$ cat config.mk
export PLATFORM = sky130hd
export DESIGN_NAME = lru_page_replacement
export DESIGN_NICKNAME = d
export VERILOG_FILES = /design/src/rtl/lpr_pkg.sv /design/src/rtl/lpr_cell.sv /design/src/rtl/lru_page_replacement.sv
export SDC_FILE = /design/constraint.sdc
export NUM_CORES = 1
export LEC_CHECK = 0
export BUFFER_PORTS_ARGS = -buffer_cell sky130_fd_sc_hd__buf_2
export CAP_MARGIN = 30
export CORE_ASPECT_RATIO = 1.75
export CORE_MARGIN = 8
export CORE_UTILIZATION = 30
export DETAILED_ROUTE_END_ITERATION = 10
export PLACE_DENSITY = 0.54
export SYNTH_ARGS = -nofsm -noshare
export SYNTH_HDL_FRONTEND = slang
export SYNTH_SLANG_ARGS = --single-unit
$ cat constraint.sdc
create_clock -name clock -period 4.15 [get_ports clock]
set_input_delay 0.2075 -clock clock [delete_from_list [all_inputs] [get_ports clock]]
set_output_delay 0.2075 -clock clock [all_outputs]
set_load 0.05 [all_outputs]
$ cat src/rtl/lpr_pkg.sv
// ----------------------------------------------------------------------------
// lpr_pkg
// Shared constants and chain types for the LRU page replacement block.
// ----------------------------------------------------------------------------
`default_nettype none

package lpr_pkg;

   localparam int FRAMES_DEF    = 4;
   localparam int PAGE_BITS_DEF = 16;
   localparam int FAULT_BITS    = 32;

   // ripples from frame 0 upward: a lower frame already matched / is empty
   typedef struct packed {
      logic hit;
      logic empty;
   } lpr_scan_type;

   // result of the scan, sent back to every frame cell
   typedef struct packed {
      logic found;
      logic have_empty;
   } lpr_ctl_type;

endpackage : lpr_pkg

`default_nettype wire

$ cat src/rtl/lpr_cell.sv
// ----------------------------------------------------------------------------
// lpr_cell
// One frame of the table: page tag, valid bit and recency rank, with its
// link of the priority scan chain and of the pick chain.
// ----------------------------------------------------------------------------
`default_nettype none

module lpr_cell
   import lpr_pkg::*;
#(
   parameter int FRAMES    = FRAMES_DEF,
   parameter int PAGE_BITS = PAGE_BITS_DEF,
   parameter int CELL_IDX  = 0
) (
   input  wire logic                         clock,
   input  wire logic                         reset,
   input  wire logic                         upd,
   input  wire logic [PAGE_BITS-1:0]         page_i,
   input  wire lpr_scan_type                 scan_i,
   output      lpr_scan_type                 scan_o,
   input  wire lpr_ctl_type                  ctl_i,
   input  wire logic [$clog2(FRAMES)-1:0]    old_rank_i,
   input  wire logic [$clog2(FRAMES)-1:0]    pick_rank_i,
   output      logic [$clog2(FRAMES)-1:0]    pick_rank_o,
   input  wire logic [PAGE_BITS-1:0]         pick_page_i,
   output      logic [PAGE_BITS-1:0]         pick_page_o,
   input  wire logic [$clog2(FRAMES)-1:0]    pick_idx_i,
   output      logic [$clog2(FRAMES)-1:0]    pick_idx_o,
   output      logic                         sel_o
);

   localparam int IDX_W = $clog2(FRAMES);

   logic [PAGE_BITS-1:0] page_ff;
   logic                 valid_ff;
   logic                 valid_in;
   logic [IDX_W-1:0]     rank_ff;
   logic [IDX_W-1:0]     rank_in;
   logic                 eq;
   logic                 mine_hit;
   logic                 mine_empty;
   logic                 is_lru;
   logic                 sel;

   assign eq         = valid_ff && (page_ff == page_i);
   assign mine_hit   = eq && !scan_i.hit;
   assign mine_empty = !valid_ff && !scan_i.empty;
   assign is_lru     = (rank_ff == IDX_W'(FRAMES - 1));

   assign scan_o.hit   = scan_i.hit | eq;
   assign scan_o.empty = scan_i.empty | !valid_ff;

   always_comb begin
      if (ctl_i.found) begin
         sel = mine_hit;
      end else if (ctl_i.have_empty) begin
         sel = mine_empty;
      end else begin
         sel = is_lru;
      end
   end

   assign sel_o       = sel;
   assign pick_rank_o = pick_rank_i | (sel ? rank_ff : '0);
   assign pick_page_o = pick_page_i | (sel ? page_ff : '0);
   assign pick_idx_o  = pick_idx_i | (sel ? IDX_W'(CELL_IDX) : '0);

   always_comb begin
      valid_in = valid_ff;
      rank_in  = rank_ff;
      if (upd) begin
         if (sel) begin
            valid_in = 1'b1;
            rank_in  = '0;
         end else if (rank_ff < old_rank_i) begin
            rank_in = rank_ff + 1'b1;
         end
      end
   end

   always_ff @(posedge clock) begin
      if (reset) begin
         valid_ff <= 1'b0;
         rank_ff  <= IDX_W'(CELL_IDX);
      end else begin
         valid_ff <= valid_in;
         rank_ff  <= rank_in;
      end
   end

   // tag loads only on a fill or a replacement
   always_ff @(posedge clock) begin
      if (upd && sel && !ctl_i.found) begin
         page_ff <= page_i;
      end
   end

endmodule : lpr_cell

`default_nettype wire

$ cat src/rtl/lru_page_replacement.sv
// ----------------------------------------------------------------------------
// lru_page_replacement
// Fully associative frame table with least-recently-used replacement.
// ----------------------------------------------------------------------------
// Usage:
//   A page number transfers in on req_valid/req_ready. One result transfers
//   out on rsp_valid/rsp_ready per request: hit flag, frame now holding the
//   page, evicted page (if a full table forced a replacement) and the
//   saturating fault total.
//   A request is first held in the input register, then looked up and
//   committed, and its result is registered for the output channel.
//   Throughput: one request per cycle unless a result stalls. The frames
//   form a row of cells; a request is matched against all of them through
//   the scan chain, and the chosen frame is picked through a second chain.
//   Reset: all frames empty, recency rank equal to frame index, fault total
//   zero, both channels idle.
//   Stall: while a result waits on rsp_ready, one more request is held in
//   the input register; req_ready drops until the result transfers.
// ----------------------------------------------------------------------------
`default_nettype none

module lru_page_replacement
   import lpr_pkg::*;
#(
   parameter int FRAMES    = FRAMES_DEF,
   parameter int PAGE_BITS = PAGE_BITS_DEF
) (
   input  wire logic                        clock,
   input  wire logic                        reset,
   input  wire logic                        req_valid,
   output      logic                        req_ready,
   input  wire logic [PAGE_BITS-1:0]        req_page,
   output      logic                        rsp_valid,
   input  wire logic                        rsp_ready,
   output      logic                        rsp_hit,
   output      logic [$clog2(FRAMES)-1:0]   rsp_frame,
   output      logic                        rsp_evicted_valid,
   output      logic [PAGE_BITS-1:0]        rsp_evicted_page,
   output      logic [FAULT_BITS-1:0]       rsp_fault_count
);

   localparam int IDX_W = $clog2(FRAMES);

   logic [PAGE_BITS-1:0]  page_ff;
   logic                  pend_ff;
   logic                  pend_in;
   logic                  proc;
   logic                  req_xfer;

   logic [FAULT_BITS-1:0] fault_ff;
   logic [FAULT_BITS-1:0] fault_in;

   logic                  rsp_valid_ff;
   logic                  rsp_valid_in;
   logic                  rsp_hit_ff;
   logic [IDX_W-1:0]      rsp_frame_ff;
   logic                  rsp_evicted_valid_ff;
   logic [PAGE_BITS-1:0]  rsp_evicted_page_ff;
   logic [FAULT_BITS-1:0] rsp_fault_count_ff;

   lpr_scan_type          scan   [FRAMES+1];
   logic [IDX_W-1:0]      p_rank [FRAMES+1];
   logic [PAGE_BITS-1:0]  p_page [FRAMES+1];
   logic [IDX_W-1:0]      p_idx  [FRAMES+1];
   logic [FRAMES-1:0]     sel_vec;
   lpr_ctl_type           ctl;
   logic                  evict;

   assign proc      = pend_ff && (!rsp_valid_ff || rsp_ready);
   assign req_ready = !pend_ff || proc;
   assign req_xfer  = req_valid && req_ready;

   assign scan[0].hit   = 1'b0;
   assign scan[0].empty = 1'b0;
   assign p_rank[0]     = '0;
   assign p_page[0]     = '0;
   assign p_idx[0]      = '0;

   assign ctl.found      = scan[FRAMES].hit;
   assign ctl.have_empty = scan[FRAMES].empty;
   assign evict          = !ctl.found && !ctl.have_empty;

   for (genvar i = 0; i < FRAMES; i++) begin : g_cell
      lpr_cell #(
         .FRAMES    (FRAMES),
         .PAGE_BITS (PAGE_BITS),
         .CELL_IDX  (i)
      ) u_cell (
         .clock       (clock),
         .reset       (reset),
         .upd         (proc),
         .page_i      (page_ff),
         .scan_i      (scan[i]),
         .scan_o      (scan[i+1]),
         .ctl_i       (ctl),
         .old_rank_i  (p_rank[FRAMES]),
         .pick_rank_i (p_rank[i]),
         .pick_rank_o (p_rank[i+1]),
         .pick_page_i (p_page[i]),
         .pick_page_o (p_page[i+1]),
         .pick_idx_i  (p_idx[i]),
         .pick_idx_o  (p_idx[i+1]),
         .sel_o       (sel_vec[i])
      );
   end

   always_comb begin
      fault_in = fault_ff;
      if (proc && !ctl.found && (fault_ff != {FAULT_BITS{1'b1}})) begin
         fault_in = fault_ff + 1'b1;
      end
   end

   always_comb begin
      pend_in = pend_ff;
      if (req_xfer) begin
         pend_in = 1'b1;
      end else if (proc) begin
         pend_in = 1'b0;
      end
   end

   always_comb begin
      rsp_valid_in = rsp_valid_ff;
      if (proc) begin
         rsp_valid_in = 1'b1;
      end else if (rsp_ready) begin
         rsp_valid_in = 1'b0;
      end
   end

   always_ff @(posedge clock) begin
      if (reset) begin
         pend_ff      <= 1'b0;
         rsp_valid_ff <= 1'b0;
         fault_ff     <= '0;
      end else begin
         pend_ff      <= pend_in;
         rsp_valid_ff <= rsp_valid_in;
         fault_ff     <= fault_in;
      end
   end

   always_ff @(posedge clock) begin
      if (req_xfer) begin
         page_ff <= req_page;
      end
      if (proc) begin
         rsp_hit_ff           <= ctl.found;
         rsp_frame_ff         <= p_idx[FRAMES];
         rsp_evicted_valid_ff <= evict;
         rsp_evicted_page_ff  <= evict ? p_page[FRAMES] : '0;
         rsp_fault_count_ff   <= fault_in;
      end
   end

   assign rsp_valid         = rsp_valid_ff;
   assign rsp_hit           = rsp_hit_ff;
   assign rsp_frame         = rsp_frame_ff;
   assign rsp_evicted_valid = rsp_evicted_valid_ff;
   assign rsp_evicted_page  = rsp_evicted_page_ff;
   assign rsp_fault_count   = rsp_fault_count_ff;

   // exactly one frame is chosen for every committed request
   a_one_sel: assert property (@(posedge clock) disable iff (reset)
      proc |-> $onehot(sel_vec))
      else $error("frame selection not one-hot");

   // a hit never replaces a page
   a_hit_no_evict: assert property (@(posedge clock) disable iff (reset)
      rsp_valid_ff |-> !(rsp_hit_ff && rsp_evicted_valid_ff))
      else $error("hit reported with eviction");

   // hits leave the fault total alone
   a_hit_no_fault: assert property (@(posedge clock) disable iff (reset)
      proc && ctl.found |=> fault_ff == $past(fault_ff))
      else $error("fault count moved on a hit");

   // fault total never goes down
   a_fault_mono: assert property (@(posedge clock) disable iff (reset)
      1'b1 |=> fault_ff >= $past(fault_ff))
      else $error("fault count decreased");

   // a request taken on the input is always held for lookup
   a_req_held: assert property (@(posedge clock) disable iff (reset)
      req_xfer |=> pend_ff)
      else $error("accepted request lost");

endmodule : lru_page_replacement

`default_nettype wire

Word-level counts from Yosys, hierarchy flattened
Cells that the tools add are included.
Cells by class
  add/subtract/negate cells: 5
  order comparisons: 4
  equality and inequality tests: 9
  muxes and demuxes: 32
  bitwise operators: 14
  reduce and logical (&&, ||, !) cells: 52
Operator list (number)
  16-bit == test: 4
  16-bit two-way mux: 4
  16-bit OR: 3
  32-bit by 1-bit adder with 32-bit output (second input constant): 1
  32-bit two-way mux: 1
  32-bit inequality test (second input constant): 1
  2-bit two-way mux: 14
  1-bit logical AND: 23
  2-bit AND reduction: 8
  1-bit zero test: 13
  1-bit two-way mux: 13
  2-bit nonzero test: 6
  2-bit by 1-bit adder with 2-bit output (second input constant): 4
  2-bit == test (second input constant): 4
  2-bit < comparator: 4
  2-bit OR: 4
  1-bit OR: 6
  1-bit logical OR: 2
  1-bit by 2-bit OR with 2-bit output: 1
Storage, ports and cells
  register bits: 178
  input port bits: 20

Logic depth before layout (Yosys ltp)
  depth in word-level cells: 13
  gate-level depth with buffers: 14
  depth with buffers taken out: 13

By module
A second synthesis with hierarchy kept.
Second synthesis, totals
  cells, all modules: 737
  area total of the unflattened synthesis: 8829.7 µm²
By module, submodules not included
  lru_page_replacement: times used 1, cells each 321, area each 4235.3 µm²
  lpr_cell (g_cell[2].u_cell): times used 1, cells each 144, area each 1287.5 µm²
  lpr_cell (g_cell[3].u_cell): times used 1, cells each 91, area each 1146.1 µm²
  lpr_cell (g_cell[0].u_cell): times used 1, cells each 90, area each 1088.5 µm²
  lpr_cell (g_cell[1].u_cell): times used 1, cells each 91, area each 1072.3 µm²

Worst setup path before layout
Ideal clock, no wire load.
  path kind: reg2reg
  start point: register page_ff[6]
  end point: register g_cell[0].u_cell.rank_ff[1]
  arrival: 3.378 ns
  data required time: 4.039 ns
  path slack: 0.661 ns
  cell stages (with the launch flop): 15
  clock period less this slack: 3.489 ns
  cell sequence: edfxtp_1 > xnor2_1 > nand4_1 > or4_4 > o22ai_2 > nor2_1 > o21ba_2 > clkbuf_1 > a221oi_1 > ha_1 > inv_1 > a221o_1 > a21o_1 > a211o_1 > o211ai_1
Between the ends
  word-level cells in the longest chain between the ends: 13
  elaborated cells on any way between the ends: 32
  those cells by class: order compare (1); eq/ne (4); mux (9); bitwise (6); reduce/logical (12)
RTL lines
  from (decl): line lru_page_replacement.sv:44  | logic [PAGE_BITS-1:0] page_ff;
  from (signal assigned): line lru_page_replacement.sv:146  | page_ff <= req_page;
  16-bit == test: line lpr_cell.sv:45  | assign eq = valid_ff && (page_ff == page_i);
  1-bit logical AND: line lpr_cell.sv:45
  1-bit OR (3 in series): line lpr_cell.sv:50  | assign scan_o.hit = scan_i.hit | eq;
  1-bit two-way mux: line lpr_cell.sv:54  | if (ctl_i.found) begin
  2-bit two-way mux: line lpr_cell.sv:64  | assign pick_rank_o = pick_rank_i | (sel ? rank_ff : '0);
  2-bit OR (3 in series): line lpr_cell.sv:64
  2-bit < comparator: line lpr_cell.sv:75  | end else if (rank_ff < old_rank_i) begin
  2-bit nonzero test (no source line)
  2-bit AND reduction (no source line)
  to (signal assigned): line lpr_cell.sv:84  | rank_ff <= IDX_W'(CELL_IDX);
  to (signal assigned): line lpr_cell.sv:87  | rank_ff <= rank_in;
  to (decl): line lpr_cell.sv:37  | logic [IDX_W-1:0] rank_ff;
Parallel ways exist; a longest one is shown, timed or not.
A chain may end at the register's enable or synchronous reset.

Final worst setup path
  start point: register page_ff[5]
  end point: register g_cell[0].u_cell.rank_ff[1]
Same word-level chain as after synthesis.

==> flow_metrics.tcl <==
set metrics [dict create \
    status "completed" \
    end_kind "register" \
    gp_congestion 0.852 \
    crit_start "page_ff[5]$_DFFE_PP_" \
    drive_above_1_share 0.184 \
    synthToLayoutAreaGrowth_pct 20.4 \
    skew_ns 0.0119 \
    cts_setup_buffers 0 \
    rsz0062_at_grt "false" \
    die_y_um 226 \
    fmax_ghz 0.255 \
    hold_ws_ns 0.0817 \
    core_sq_um 25000 \
    vias 4871 \
    power.density_nw_per_um2 423 \
    die_area_sq_um 30700 \
    synth-edff-count 132 \
    multi_input_area_sq_um 2550 \
    met2_usage 0.240 \
    avgSynthCellArea_sq_um 13.1 \
    start_util 0.301 \
    io_pins 74 \
    grt_pass1_wl_um 28300 \
    maxCapViolations 0 \
    grtUsageMet1 0.116 \
    fin_util 0.363 \
    synthArstFlopShare 0 \
    r2r-start "page_ff[5]$_DFFE_PP_" \
    p_leak_nw 3.31 \
    cp.arrival_ns 4.29 \
    critPathMaxFanout 8 \
    worst_ir_drop_vdd_uv 290 \
    period_minus_slack_ns 3.93 \
    clock_path_buffers 2 \
    synth-seq-cells 178 \
    layout.cells.non_filler 1011 \
    drv_slew 0 \
    ys_top_cells_by_area "edfxtp_1, dfxtp_1, xor2_1, xnor2_1, and2_1" \
    cts_tree "done" \
    final_area_sq_um 9090 \
    worstMarginPinSlew_ns 0.917 \
    finalSetupViolCount 0 \
    grt-ovfl-total 0 \
    grt_pass1_vias 5165 \
    synthesis.area_sq_um 7550 \
    hold_violations 0 \
    final_common_cell "edfxtp_1" \
    clock_latency_ns 0.44 \
    die_width_um 136 \
    seq_area_frac_synth 0.647 \
    grt_max_degree 35 \
    maxSlewHeadroom 0.389 \
    h-tree-depth 4 \
    synth_ff_type "edfxtp_1" \
    use_met3 0.0265 \
    hold_start "rsp_ready" \
    drc 0 \
    post-place-cells 962 \
    fillers 2487 \
    busiest_layer "met2" \
    syn_inst 577 \
    cts_made_buffers 17 \
    start_kind "register" \
    num_rows 77 \
    synth_warnings 0 \
    cts_root_buffer "clkbuf_16" \
    yosys.area.top_type "edfxtp_1" \
    layout_setup_ws_ns 0.224 \
    synth_top_area_share 0.525 \
    via_per_inst 4.82 \
    cts.sinks 178 \
    dp_slack_ns 0.277 \
    seq_area_sq_um 4880 \
    antenna_found_initial 0 \
    total_power_mw 3.84 \
    io_buffers 73 \
    drt-wirelength-per-cell_um 18.4 \
    ant_nets 0 \
    placed_area_sq_um 8340 \
    final_cell_mix "edfxtp_1, buf_2, xor2_1" \
    hold_class "in2reg" \
    worstSetupPathType "reg2reg" \
    drt_iter0_drc 254 \
    synth_fp_nets 606 \
    post-route-period-util 0.946 \
    dr.pass1.iters 5 \
    timing.setup.tns_ns 0 \
    nNetsFinal 711 \
    grt.total_usage 0.126 \
    wirelength_um 18600 \
    yosysUniqueCellTypes 56 \
    worstPathRequired_ns 4.51 \
    path_clk_slew_ns 0.06 \
    dp_hpwl_um 12900 \
    antennaDiodeCount 0 \
]
[final timing paths]
kind              slack [ns]  depth (start not counted)                                       end
hold reg to reg         0.52                          2                    rsp_valid$_SDFFE_PP0P_
hold / removal          0.08                          4                    rsp_valid$_SDFFE_PP0P_
setup reg to reg        0.22                         13  g_cell[0].u_cell.rank_ff[1]$_SDFFE_PP0P_
setup / recovery        0.22                         13  g_cell[0].u_cell.rank_ff[1]$_SDFFE_PP0P_
[state kept, by name (all words and copies together) (netlist names)]
| signal | flops |
|---|---|
| g_cell.u_cell.page_ff | 64 |
| fault_ff | 32 |
| rsp_fault_count | 32 |
| page_ff | 16 |
| rsp_evicted_page | 16 |
| g_cell.u_cell.rank_ff | 8 |
| g_cell.u_cell.valid_ff | 4 |
| rsp_frame | 2 |
| pend_ff | 1 |
| rsp_evicted_valid | 1 |
| rsp_hit | 1 |
| rsp_valid | 1 |
[final cells by class]
cell class | count | share of cell area
Tap cell | 316 | 0.0435
Clock inverter | 10 | 0.0110
Clock buffer | 22 | 0.0523
Sequential cell | 178 | 0.538
Inverter | 10 | 0.00413
Timing Repair Buffer | 105 | 0.0713
Multi-Input combinational cell | 370 | 0.280
[report_power, final]
| group | total, mW | internal [mW] | switching (mW) |
|---|---|---|---|
| registers | 2.00 | 1.96 | 0.0405 |
| logic | 0.268 | 0.0788 | 0.189 |
| clock network | 1.58 | 0.883 | 0.693 |
[repair_timing]
item | in CTS | in global routing
endpoints found under the hold margin | 17 | 0
hold buffers | 17 | 0
resized for setup | 0 | 0
[logic make-up after synthesis]
kind of cell	synth area share
xor gates and xnor gates	0.109
adders and majority gates	0.0149
AOI/OAI and AO/OA	0.0758
buffers and inverters	0.0158
muxes	0.00282
DFF	0.647
and+or+nand+nor	0.134
[cells in the mapped netlist (all sizes together) (2+ instances only)]
cell type and instances:
a222oi 17, a211o 3, o22ai 2, ha 9, nand3 14, nor2b 4, edfxtp 132, or2 3
and4 4, nand4 16, o211ai 2, nor3 7, a21oi 31, clkbuf 16, and2 34, nor4 10
buf 3, o21bai 2, xnor2 39, nor2 22, nor3b 2, and3 12, xor2 55, dfxtp 46
o21ai 11, nand2 44, and3b 2, or3 5, inv 9
[critical path, stage by stage, from the launching register on]
cell,delay (ns)
edfxtp_1,0.52
xor2_1,0.22
nor4_1,0.57
nand4_1,0.28
o22ai_2,0.24
and3b_1,0.23
a22o_1,0.23
a221oi_1,0.49
ha_1,0.25
inv_1,0.04
a221o_1,0.25
a21o_1,0.19
a211o_1,0.26
o211ai_1,0.08
[metal layers]
layer,share of wire,wire length [um]
met5,0,0
met4,0.043,792
met3,0.039,725
met2,0.56,10500
met1,0.36,6630
Power figures use the tool's default switching activity.
